`src/sv/qsl_pkg.sv`:
```
// Package for the quicksort (Lomuto) sorter: sizes, index types, state codes
// and the record that carries one sorted element to the output stage.
// No dependencies.
package qsl_pkg;

   localparam int MAX_ELEMS = 16;
   localparam int DATA_W    = 32;
   localparam int IDX_W     = $clog2(MAX_ELEMS);
   localparam int CNT_W     = $clog2(MAX_ELEMS + 1);
   localparam int STK_D     = MAX_ELEMS / 2;
   localparam int SPA_W     = $clog2(STK_D);
   localparam int SP_W      = $clog2(STK_D + 1);

   typedef logic [DATA_W-1:0] data_type;
   typedef logic [IDX_W-1:0]  idx_type;
   typedef logic [CNT_W-1:0]  cnt_type;
   typedef logic [SP_W-1:0]   sp_type;

   typedef struct packed {
      idx_type lo;
      idx_type hi;
   } range_type;

   typedef struct packed {
      logic     valid;
      data_type value;
      logic     last;
      logic     ovf;
   } emit_type;

   typedef enum logic [15:0] {
      ST_LOAD     = 16'h0001,
      ST_INIT     = 16'h0002,
      ST_POP      = 16'h0004,
      ST_POP_WAIT = 16'h0008,
      ST_PIV      = 16'h0010,
      ST_SCAN     = 16'h0020,
      ST_SWAP_WR1 = 16'h0040,
      ST_SWAP_WR2 = 16'h0080,
      ST_FIN_WR1  = 16'h0100,
      ST_FIN_WR2  = 16'h0200,
      ST_PUSH_LO  = 16'h0400,
      ST_PUSH_HI  = 16'h0800,
      ST_EMIT_RD  = 16'h1000,
      ST_EMIT_OUT = 16'h2000
   } state_type;

endpackage

```
`src/sv/quicksort_lomuto_sorter.sv`:
```
// Top level of the quicksort (Lomuto) sorter: sequencer plus output register.
// Depends on qsl_pkg, qsl_core, qsl_cmp.
//
//   channel | direction | handshake             | payload
//   req     | in        | req_valid / req_stall | req_value, req_last_element
//   rsp     | out       | rsp_valid / rsp_stall | rsp_sorted_value, rsp_last_result,
//           |           |                       | rsp_overflowed
//
// Loading takes requests without stalling; items beyond 16 are dropped and flagged.
// The request marked last starts the sort; each compare step of the partition loop
// is paced by the single store read port and the shared comparator.
// Read-out then gives one result per cycle unless rsp_stall holds the output;
// req_stall stays high until the last result has moved into the output register.
// Reset (synchronous) empties the set and the range stack.
module quicksort_lomuto_sorter
   import qsl_pkg::*;
(
   input  logic        clock,
   input  logic        reset,
   input  logic        req_valid,
   output logic        req_stall,
   input  logic [31:0] req_value,
   input  logic        req_last_element,
   output logic        rsp_valid,
   input  logic        rsp_stall,
   output logic [31:0] rsp_sorted_value,
   output logic        rsp_last_result,
   output logic        rsp_overflowed
);

   emit_type emit;
   logic     emit_take;
   logic     rsp_valid_ff, rsp_valid_in;
   data_type value_ff;
   logic     last_ff, ovf_ff;

   qsl_core u_core (
      .clock     (clock),
      .reset     (reset),
      .in_valid  (req_valid),
      .in_value  (req_value),
      .in_last   (req_last_element),
      .in_stall  (req_stall),
      .emit      (emit),
      .emit_take (emit_take)
   );

   assign emit_take    = !rsp_valid_ff || !rsp_stall;
   assign rsp_valid_in = emit_take ? emit.valid : rsp_valid_ff;

   always_ff @(posedge clock) begin
      if (reset) begin
         rsp_valid_ff <= 1'b0;
      end else begin
         rsp_valid_ff <= rsp_valid_in;
      end
   end

   always_ff @(posedge clock) begin
      if (emit_take && emit.valid) begin
         value_ff <= emit.value;
         last_ff  <= emit.last;
         ovf_ff   <= emit.ovf;
      end
   end

   assign rsp_valid        = rsp_valid_ff;
   assign rsp_sorted_value = value_ff;
   assign rsp_last_result  = last_ff;
   assign rsp_overflowed   = ovf_ff;

endmodule

```
`src/sv/qsl_cmp.sv`:
```
// Shared signed compare unit: a <= b on 32-bit two's complement values.
// Depends on qsl_pkg.
module qsl_cmp
   import qsl_pkg::*;
(
   input  data_type a,
   input  data_type b,
   output logic     le
);

   assign le = ($signed(a) <= $signed(b));

endmodule

```
`src/sv/qsl_core.sv`:
```
// Sequencer of the sorter: element store, range stack, Lomuto partition loop
// and read-out of the sorted set. Uses qsl_cmp; depends on qsl_pkg.
module qsl_core
   import qsl_pkg::*;
(
   input  logic     clock,
   input  logic     reset,
   input  logic     in_valid,
   input  data_type in_value,
   input  logic     in_last,
   output logic     in_stall,
   output emit_type emit,
   input  logic     emit_take
);

   state_type state_ff, state_in;
   cnt_type   count_ff, count_in;
   logic      ovf_ff, ovf_in;
   sp_type    sp_ff, sp_in;
   idx_type   lo_ff, lo_in, hi_ff, hi_in;
   idx_type   j_ff, j_in, st_ff, st_in, k_ff, k_in;
   data_type  pivot_ff, pivot_in, tmp_ff, tmp_in;

   data_type  store_ff [MAX_ELEMS];
   data_type  mem_q_ff;
   idx_type   mem_ra, mem_wa;
   data_type  mem_wd;
   logic      mem_we;

   range_type stk_ff [STK_D];
   range_type stk_q_ff;
   logic [SPA_W-1:0] stk_ra;
   range_type stk_wd;
   logic      stk_we;

   logic      le;
   idx_type   j_next;
   cnt_type   lo_p1, p_p1;
   sp_type    sp_m1;

   qsl_cmp u_cmp (
      .a  (mem_q_ff),
      .b  (pivot_ff),
      .le (le)
   );

   assign j_next = j_ff + idx_type'(1);
   assign lo_p1  = {1'b0, lo_ff} + cnt_type'(1);
   assign p_p1   = {1'b0, st_ff} + cnt_type'(1);
   assign sp_m1  = sp_ff - sp_type'(1);
   assign in_stall = (state_ff != ST_LOAD);

   always_comb begin
      state_in = state_ff;
      count_in = count_ff;
      ovf_in   = ovf_ff;
      sp_in    = sp_ff;
      lo_in    = lo_ff;
      hi_in    = hi_ff;
      j_in     = j_ff;
      st_in    = st_ff;
      k_in     = k_ff;
      pivot_in = pivot_ff;
      tmp_in   = tmp_ff;
      mem_ra   = j_ff;
      mem_wa   = count_ff[IDX_W-1:0];
      mem_wd   = in_value;
      mem_we   = 1'b0;
      stk_ra   = sp_m1[SPA_W-1:0];
      stk_wd   = '{lo: lo_ff, hi: hi_ff};
      stk_we   = 1'b0;
      emit.valid = 1'b0;
      emit.value = mem_q_ff;
      emit.last  = ({1'b0, k_ff} + cnt_type'(1) == count_ff);
      emit.ovf   = ovf_ff;

      case (state_ff)
         ST_LOAD: begin
            if (in_valid) begin
               if (count_ff < cnt_type'(MAX_ELEMS)) begin
                  mem_we   = 1'b1;
                  count_in = count_ff + cnt_type'(1);
               end else begin
                  ovf_in = 1'b1;
               end
               if (in_last) begin
                  state_in = ST_INIT;
               end
            end
         end
         ST_INIT: begin
            sp_in = '0;
            k_in  = '0;
            if (count_ff < cnt_type'(2)) begin
               state_in = ST_EMIT_RD;
            end else begin
               stk_wd   = '{lo: '0, hi: idx_type'(count_ff - cnt_type'(1))};
               stk_we   = 1'b1;
               sp_in    = sp_type'(1);
               state_in = ST_POP;
            end
         end
         ST_POP: begin
            if (sp_ff == '0) begin
               k_in     = '0;
               state_in = ST_EMIT_RD;
            end else begin
               sp_in    = sp_m1;
               state_in = ST_POP_WAIT;
            end
         end
         ST_POP_WAIT: begin
            lo_in = stk_q_ff.lo;
            hi_in = stk_q_ff.hi;
            j_in  = stk_q_ff.lo;
            st_in = stk_q_ff.lo;
            mem_ra = stk_q_ff.hi;
            if (stk_q_ff.lo >= stk_q_ff.hi) begin
               state_in = ST_POP;
            end else begin
               state_in = ST_PIV;
            end
         end
         ST_PIV: begin
            pivot_in = mem_q_ff;
            mem_ra   = j_ff;
            state_in = ST_SCAN;
         end
         ST_SCAN: begin
            if (le && (st_ff != j_ff)) begin
               tmp_in   = mem_q_ff;
               mem_ra   = st_ff;
               state_in = ST_SWAP_WR1;
            end else begin
               if (le) begin
                  st_in = st_ff + idx_type'(1);
               end
               j_in   = j_next;
               mem_ra = j_next;
               if (j_next == hi_ff) begin
                  mem_ra = le ? st_ff + idx_type'(1) : st_ff;
                  if ((le ? st_ff + idx_type'(1) : st_ff) == hi_ff) begin
                     state_in = ST_PUSH_LO;
                  end else begin
                     state_in = ST_FIN_WR1;
                  end
               end
            end
         end
         ST_SWAP_WR1: begin
            mem_we   = 1'b1;
            mem_wa   = j_ff;
            mem_wd   = mem_q_ff;
            state_in = ST_SWAP_WR2;
         end
         ST_SWAP_WR2: begin
            mem_we = 1'b1;
            mem_wa = st_ff;
            mem_wd = tmp_ff;
            st_in  = st_ff + idx_type'(1);
            j_in   = j_next;
            mem_ra = j_next;
            if (j_next == hi_ff) begin
               mem_ra = st_ff + idx_type'(1);
               if (st_ff + idx_type'(1) == hi_ff) begin
                  state_in = ST_PUSH_LO;
               end else begin
                  state_in = ST_FIN_WR1;
               end
            end else begin
               state_in = ST_SCAN;
            end
         end
         ST_FIN_WR1: begin
            mem_we   = 1'b1;
            mem_wa   = hi_ff;
            mem_wd   = mem_q_ff;
            state_in = ST_FIN_WR2;
         end
         ST_FIN_WR2: begin
            mem_we   = 1'b1;
            mem_wa   = st_ff;
            mem_wd   = pivot_ff;
            state_in = ST_PUSH_LO;
         end
         ST_PUSH_LO: begin
            stk_wd = '{lo: lo_ff, hi: st_ff - idx_type'(1)};
            if (({1'b0, st_ff} > lo_p1) && (sp_ff < sp_type'(STK_D))) begin
               stk_we = 1'b1;
               sp_in  = sp_ff + sp_type'(1);
            end
            state_in = ST_PUSH_HI;
         end
         ST_PUSH_HI: begin
            stk_wd = '{lo: st_ff + idx_type'(1), hi: hi_ff};
            if ((p_p1 < {1'b0, hi_ff}) && (sp_ff < sp_type'(STK_D))) begin
               stk_we = 1'b1;
               sp_in  = sp_ff + sp_type'(1);
            end
            state_in = ST_POP;
         end
         ST_EMIT_RD: begin
            mem_ra   = k_ff;
            state_in = ST_EMIT_OUT;
         end
         ST_EMIT_OUT: begin
            emit.valid = 1'b1;
            mem_ra     = k_ff;
            if (emit_take) begin
               if (emit.last) begin
                  count_in = '0;
                  ovf_in   = 1'b0;
                  sp_in    = '0;
                  state_in = ST_LOAD;
               end else begin
                  k_in   = k_ff + idx_type'(1);
                  mem_ra = k_ff + idx_type'(1);
               end
            end
         end
         default: begin
            state_in = ST_LOAD;
         end
      endcase
   end

   always_ff @(posedge clock) begin
      if (reset) begin
         state_ff <= ST_LOAD;
         count_ff <= '0;
         ovf_ff   <= 1'b0;
         sp_ff    <= '0;
      end else begin
         state_ff <= state_in;
         count_ff <= count_in;
         ovf_ff   <= ovf_in;
         sp_ff    <= sp_in;
      end
   end

   always_ff @(posedge clock) begin
      lo_ff    <= lo_in;
      hi_ff    <= hi_in;
      j_ff     <= j_in;
      st_ff    <= st_in;
      k_ff     <= k_in;
      pivot_ff <= pivot_in;
      tmp_ff   <= tmp_in;
   end

   always_ff @(posedge clock) begin
      if (mem_we) begin
         store_ff[mem_wa] <= mem_wd;
      end
      mem_q_ff <= store_ff[mem_ra];
   end

   always_ff @(posedge clock) begin
      if (stk_we) begin
         stk_ff[sp_ff[SPA_W-1:0]] <= stk_wd;
      end
      stk_q_ff <= stk_ff[stk_ra];
   end

endmodule
```
`config.mk`:
```
export PLATFORM = sky130hd
export DESIGN_NAME = quicksort_lomuto_sorter
export DESIGN_NICKNAME = d
export VERILOG_FILES = /design/src/sv/qsl_pkg.sv /design/src/sv/quicksort_lomuto_sorter.sv /design/src/sv/qsl_cmp.sv /design/src/sv/qsl_core.sv
export SDC_FILE = /design/constraint.sdc
export NUM_CORES = 1
export LEC_CHECK = 0
export BUFFER_PORTS_ARGS = -buffer_cell sky130_fd_sc_hd__buf_2
export CORE_MARGIN = 2
export CORE_UTILIZATION = 62
export CTS_BUF_LIST = sky130_fd_sc_hd__clkbuf_4
export CTS_CLUSTER_SIZE = 8
export DETAILED_ROUTE_END_ITERATION = 8
export PLACE_DENSITY = 0.79
export REMOVE_ABC_BUFFERS = 1
export SLEW_MARGIN = 10
export SYNTH_ARGS = -nofsm -noshare
export SYNTH_HDL_FRONTEND = slang
export SYNTH_SLANG_ARGS = --single-unit
```
`constraint.sdc`:
```
create_clock -name clock -period 10.1 [get_ports clock]
set_input_delay 0.505 -clock clock [delete_from_list [all_inputs] [get_ports clock]]
set_output_delay 0.505 -clock clock [all_outputs]
set_load 0.01 [all_outputs]
```
==> reports/metrics.cfg <==
[final_layout]
area_growth_pct = 11.37
fillers = 3206
stdcell_count = 2804
final_cell_area_um2 = 34830
layout-drive-gt1-share = 0.2771
seqCellArea_um2 = 22140
fin_nets = 2069
combined_area_of_the_multi_input_logic_cells_um2 = 8539

[status]
run_status = completed

[place]
io_buffers = 72
place_hpwl_um = 40970
numPlacedInstances = 2459
gp_congestion = 0.9392
placedInstanceArea_um2 = 32370

[pwr]
p_total_w = 0.006358
comb_power_share = 0.046
pwr_cell_area_nw_per_um2 = 182.5
switching_share = 0.2277
power.ir.vdd_worst_mv = 0.1345
p_leak_nw = 12.06
power_switching_w = 0.001447
power_report.internal_total_w = 0.004910
pwr-share-clk = 0.398
p_seq_frac = 0.556

[route]
antenna_violating_nets_post_route = 0
drt_pass1_iterations = 6
drcViolationCount = 0
drtIter0Drc = 2180
drt-wirelength-per-cell_um = 25.92
detail_route.vias_per_cell = 6.336
vias = 17770
detail_route.wirelength_um = 72670

[timing]
fin_skew_ps = 67.18
tightestPinTransition_ps = 1116
final_cycle_utilization_of_the_critical_path = 0.5897
hold_viol = 0
rsz0062_at_grt = no
finalSetupTns_ps = 0
maxSlewViolCount = 0
relSlewSlack = 0.2368
achievable_frequency_mhz = 167.9
setup_violations = 0
period_minus_slack_ps = 5956

[logic_synthesis]
syn_area_per_cell_um2 = 17.75
yosys_warnings = 0
async_flop_share = 0
yosys_most_used_dff = sky130_fd_sc_hd__edfxtp_1
syn-cell-area_um2 = 31270
netlist_instances = 1762
synth_edf_count = 694
portion_of_the_post_synthesis_area_used_by_sequential_elements = 0.7080
synth_cell_type_count = 74
ys_ff_latch = 759

[floorplan]
number_of_top_level_pins = 73
placementRows = 82
coreArea_um2 = 49970
floorplan.die.width_um = 228.6
initial_core_util = 0.6259
die-height_um = 228.6
die-area_um2 = 52260

[critical_path]
startpoint_type = flop
r2r_start = u_core.mem_q_ff[15]$_DFF_P_
worstPathMaxFanout = 76
critPathMaxStageDelay_ps = 1040
crit_type = flop to flop
setup.worst_path.end_class = flop
family_with_the_most_delay_on_the_worst_path = compound AO/OA/AOI/OAI gates
cp_cell_sequence = ha_1 -> nand4_1 -> a2111oi_0 -> o31a_1 -> o211a_1 -> o31a_1 -> o211ai_1 -> a31oi_4 -> buf_4 -> buf_4 -> mux4_2 -> mux2i_1 -> mux2i_1
worst_setup_sp = u_core.mem_q_ff[15]$_DFF_P_
critical_path.slowest_cell = sky130_fd_sc_hd__a2111oi_0
cp_data_arrival_time_ps = 6820
worst-endpoint-required_ps = 10960
path_buf_inv = 2

[flow_run]
maxCapViolations = 0

[grt]
grt_pass1_vias = 18040
maximum_number_of_pins_on_one_net_before_global_route_repair = 101
gr-total-overflow = 0
antenna_found_initial = 2
gr-usage-all-layers = 0.2841
global_route_wire_length_before_repair_um = 108300

[worst_hold_path]
hold_path.class = primary input to flop
holdCritStartpoint = rsp_stall

[clock_tree]
cts-root-to-sink-buffers = 3
tritoncts_clock_tree = yes
cts-root-buf = sky130_fd_sc_hd__clkbuf_4
clkSinkCount = 759
cts-resized-gates = 0
h-tree-depth = 4
cts_inserted_buffers = 184
postCtsSetupBuffers = 0
clkLatencyLatePin_ps = 1060
ctsHoldBuffers = 4
clkTransAtPathRegs_ps = 70

==> path summary, 6_finish.rpt <==
kind                                          end  slack [ps]  cells past startpoint
setup / recovery      u_core.mem_q_ff[10]$_DFF_P_        4140                     13
hold reg to reg          rsp_overflowed$_DFFE_PP_         440                      0
hold / removal    u_core.count_ff[2]$_SDFFE_PP0P_         140                      5
setup reg to reg      u_core.mem_q_ff[10]$_DFF_P_        4140                     13
==> cell usage after synthesis (11+ instances only) <==
| master | instances | area share |
|---|---|---|
| sky130_fd_sc_hd__dfxtp_1 | 65 | 0.042 |
| sky130_fd_sc_hd__o21ai_0 | 28 | 0.0045 |
| sky130_fd_sc_hd__xnor2_1 | 20 | 0.0056 |
| sky130_fd_sc_hd__edfxtp_1 | 694 | 0.67 |
| sky130_fd_sc_hd__nand2b_1 | 13 | 0.0026 |
| sky130_fd_sc_hd__nor2_1 | 80 | 0.0096 |
| sky130_fd_sc_hd__ha_1 | 55 | 0.022 |
| sky130_fd_sc_hd__nor4_1 | 13 | 0.0026 |
| sky130_fd_sc_hd__nor3_1 | 18 | 0.0029 |
| sky130_fd_sc_hd__mux4_1 | 13 | 0.011 |
| sky130_fd_sc_hd__nand2_1 | 93 | 0.011 |
| sky130_fd_sc_hd__a21oi_1 | 46 | 0.0074 |
| sky130_fd_sc_hd__buf_12 | 11 | 0.0070 |
| sky130_fd_sc_hd__xor2_1 | 14 | 0.0039 |
| sky130_fd_sc_hd__a22oi_1 | 38 | 0.0091 |
| sky130_fd_sc_hd__nand4_1 | 14 | 0.0028 |
| sky130_fd_sc_hd__clkbuf_1 | 37 | 0.0044 |
| sky130_fd_sc_hd__mux4_2 | 131 | 0.094 |
| sky130_fd_sc_hd__mux2i_1 | 100 | 0.032 |
| sky130_fd_sc_hd__o211ai_1 | 15 | 0.0036 |
| sky130_fd_sc_hd__inv_1 | 56 | 0.0067 |
| sky130_fd_sc_hd__nand3_1 | 56 | 0.0090 |
| sky130_fd_sc_hd__buf_2 | 21 | 0.0034 |
==> cell type report <==
| class | instances | share of cell area |
|---|---|---|
| clock buffer | 284 | 0.06121 |
| inverter | 57 | 0.006142 |
| tap | 672 | 0.02414 |
| multi-input combinational | 864 | 0.2452 |
| timing repair buffer | 111 | 0.01940 |
| antenna | 3 | 0.0002155 |
| sequential | 759 | 0.6357 |
| clock inverter | 54 | 0.008082 |
==> cells by family (layout without fill, tap and decap cells) <==
family,after synthesis,after routing,share of synthesized area
flops,759,759,0.7080
simple gates,337,337,0.05417
mux,253,253,0.1405
compound gates,183,183,0.03945
buf+inv,139,506,0.02516
fa+ha+maj,55,55,0.02200
xor+xnor,36,36,0.01076
other cells,0,3,0
==> sequential cells by signal, indices dropped and copies added, names as in the netlist, 5 cells and up <==
name	count
u_core.store_ff	512
u_core.stk_ff	64
rsp_sorted_value	32
u_core.mem_q_ff	32
u_core.pivot_ff	32
u_core.tmp_ff	32
u_core.state_ff	14
u_core.stk_q_ff	8
u_core.count_ff	5
==> through the flow <==
| step | utilization | setup WS, ps | hold WS, ps |
|---|---|---|---|
| finish | 0.6971 | 4144 | 138.6 |
| floorplan | - | -1375 | 408.8 |
| global route | 0.6971 | 3911 | 177.7 |
| CTS | 0.6970 | 4220 | 61.33 |
| detailed placement | 0.6479 | 4290 | 430.6 |
| global placement | 0.6479 | 4513 | 424.6 |
==> metal layers <==
layer	track usage	wire (um)	vias to the layer above
met3	0.05739	6617	104
li1	-	-	7622
met1	0.4016	29300	9024
met4	0.1070	1307	0
met5	0	0	-
met2	0.4455	35440	1017
==> cell usage in the layout (no fill, tap or decap), types with 18 or more instances in the layout <==
master,count
sky130_fd_sc_hd__a21oi_1,45
sky130_fd_sc_hd__a22oi_1,38
sky130_fd_sc_hd__buf_2,72
sky130_fd_sc_hd__buf_4,34
sky130_fd_sc_hd__clkbuf_4,284
sky130_fd_sc_hd__clkinv_1,35
sky130_fd_sc_hd__dfxtp_1,65
sky130_fd_sc_hd__edfxtp_1,694
sky130_fd_sc_hd__ha_1,55
sky130_fd_sc_hd__inv_1,56
sky130_fd_sc_hd__mux2i_1,100
sky130_fd_sc_hd__mux4_2,131
sky130_fd_sc_hd__nand2_1,93
sky130_fd_sc_hd__nand3_1,56
sky130_fd_sc_hd__nor2_1,62
sky130_fd_sc_hd__nor3_1,18
sky130_fd_sc_hd__o21ai_0,28
sky130_fd_sc_hd__xnor2_1,20
==> tightest hold or removal path, cell delays in order <==
cell and delay, ps:
sky130_fd_sc_hd__buf_2 120, sky130_fd_sc_hd__a21oi_1 90, sky130_fd_sc_hd__nor2_1 130, sky130_fd_sc_hd__o21bai_1 170, sky130_fd_sc_hd__nor2_1 130
==> power groups by stage <==
stage          registers, W  clock network [W]  logic [W]
3_3_place_gp        0.00360                  0   0.000279
5_1_grt             0.00354            0.00274   0.000315
6_report            0.00353            0.00253   0.000292
2_1_floorplan       0.00359                  0   0.000191
4_1_cts             0.00353            0.00258   0.000291
3_5_place_dp        0.00360                  0   0.000288
Power figures use the tool's default switching activity.
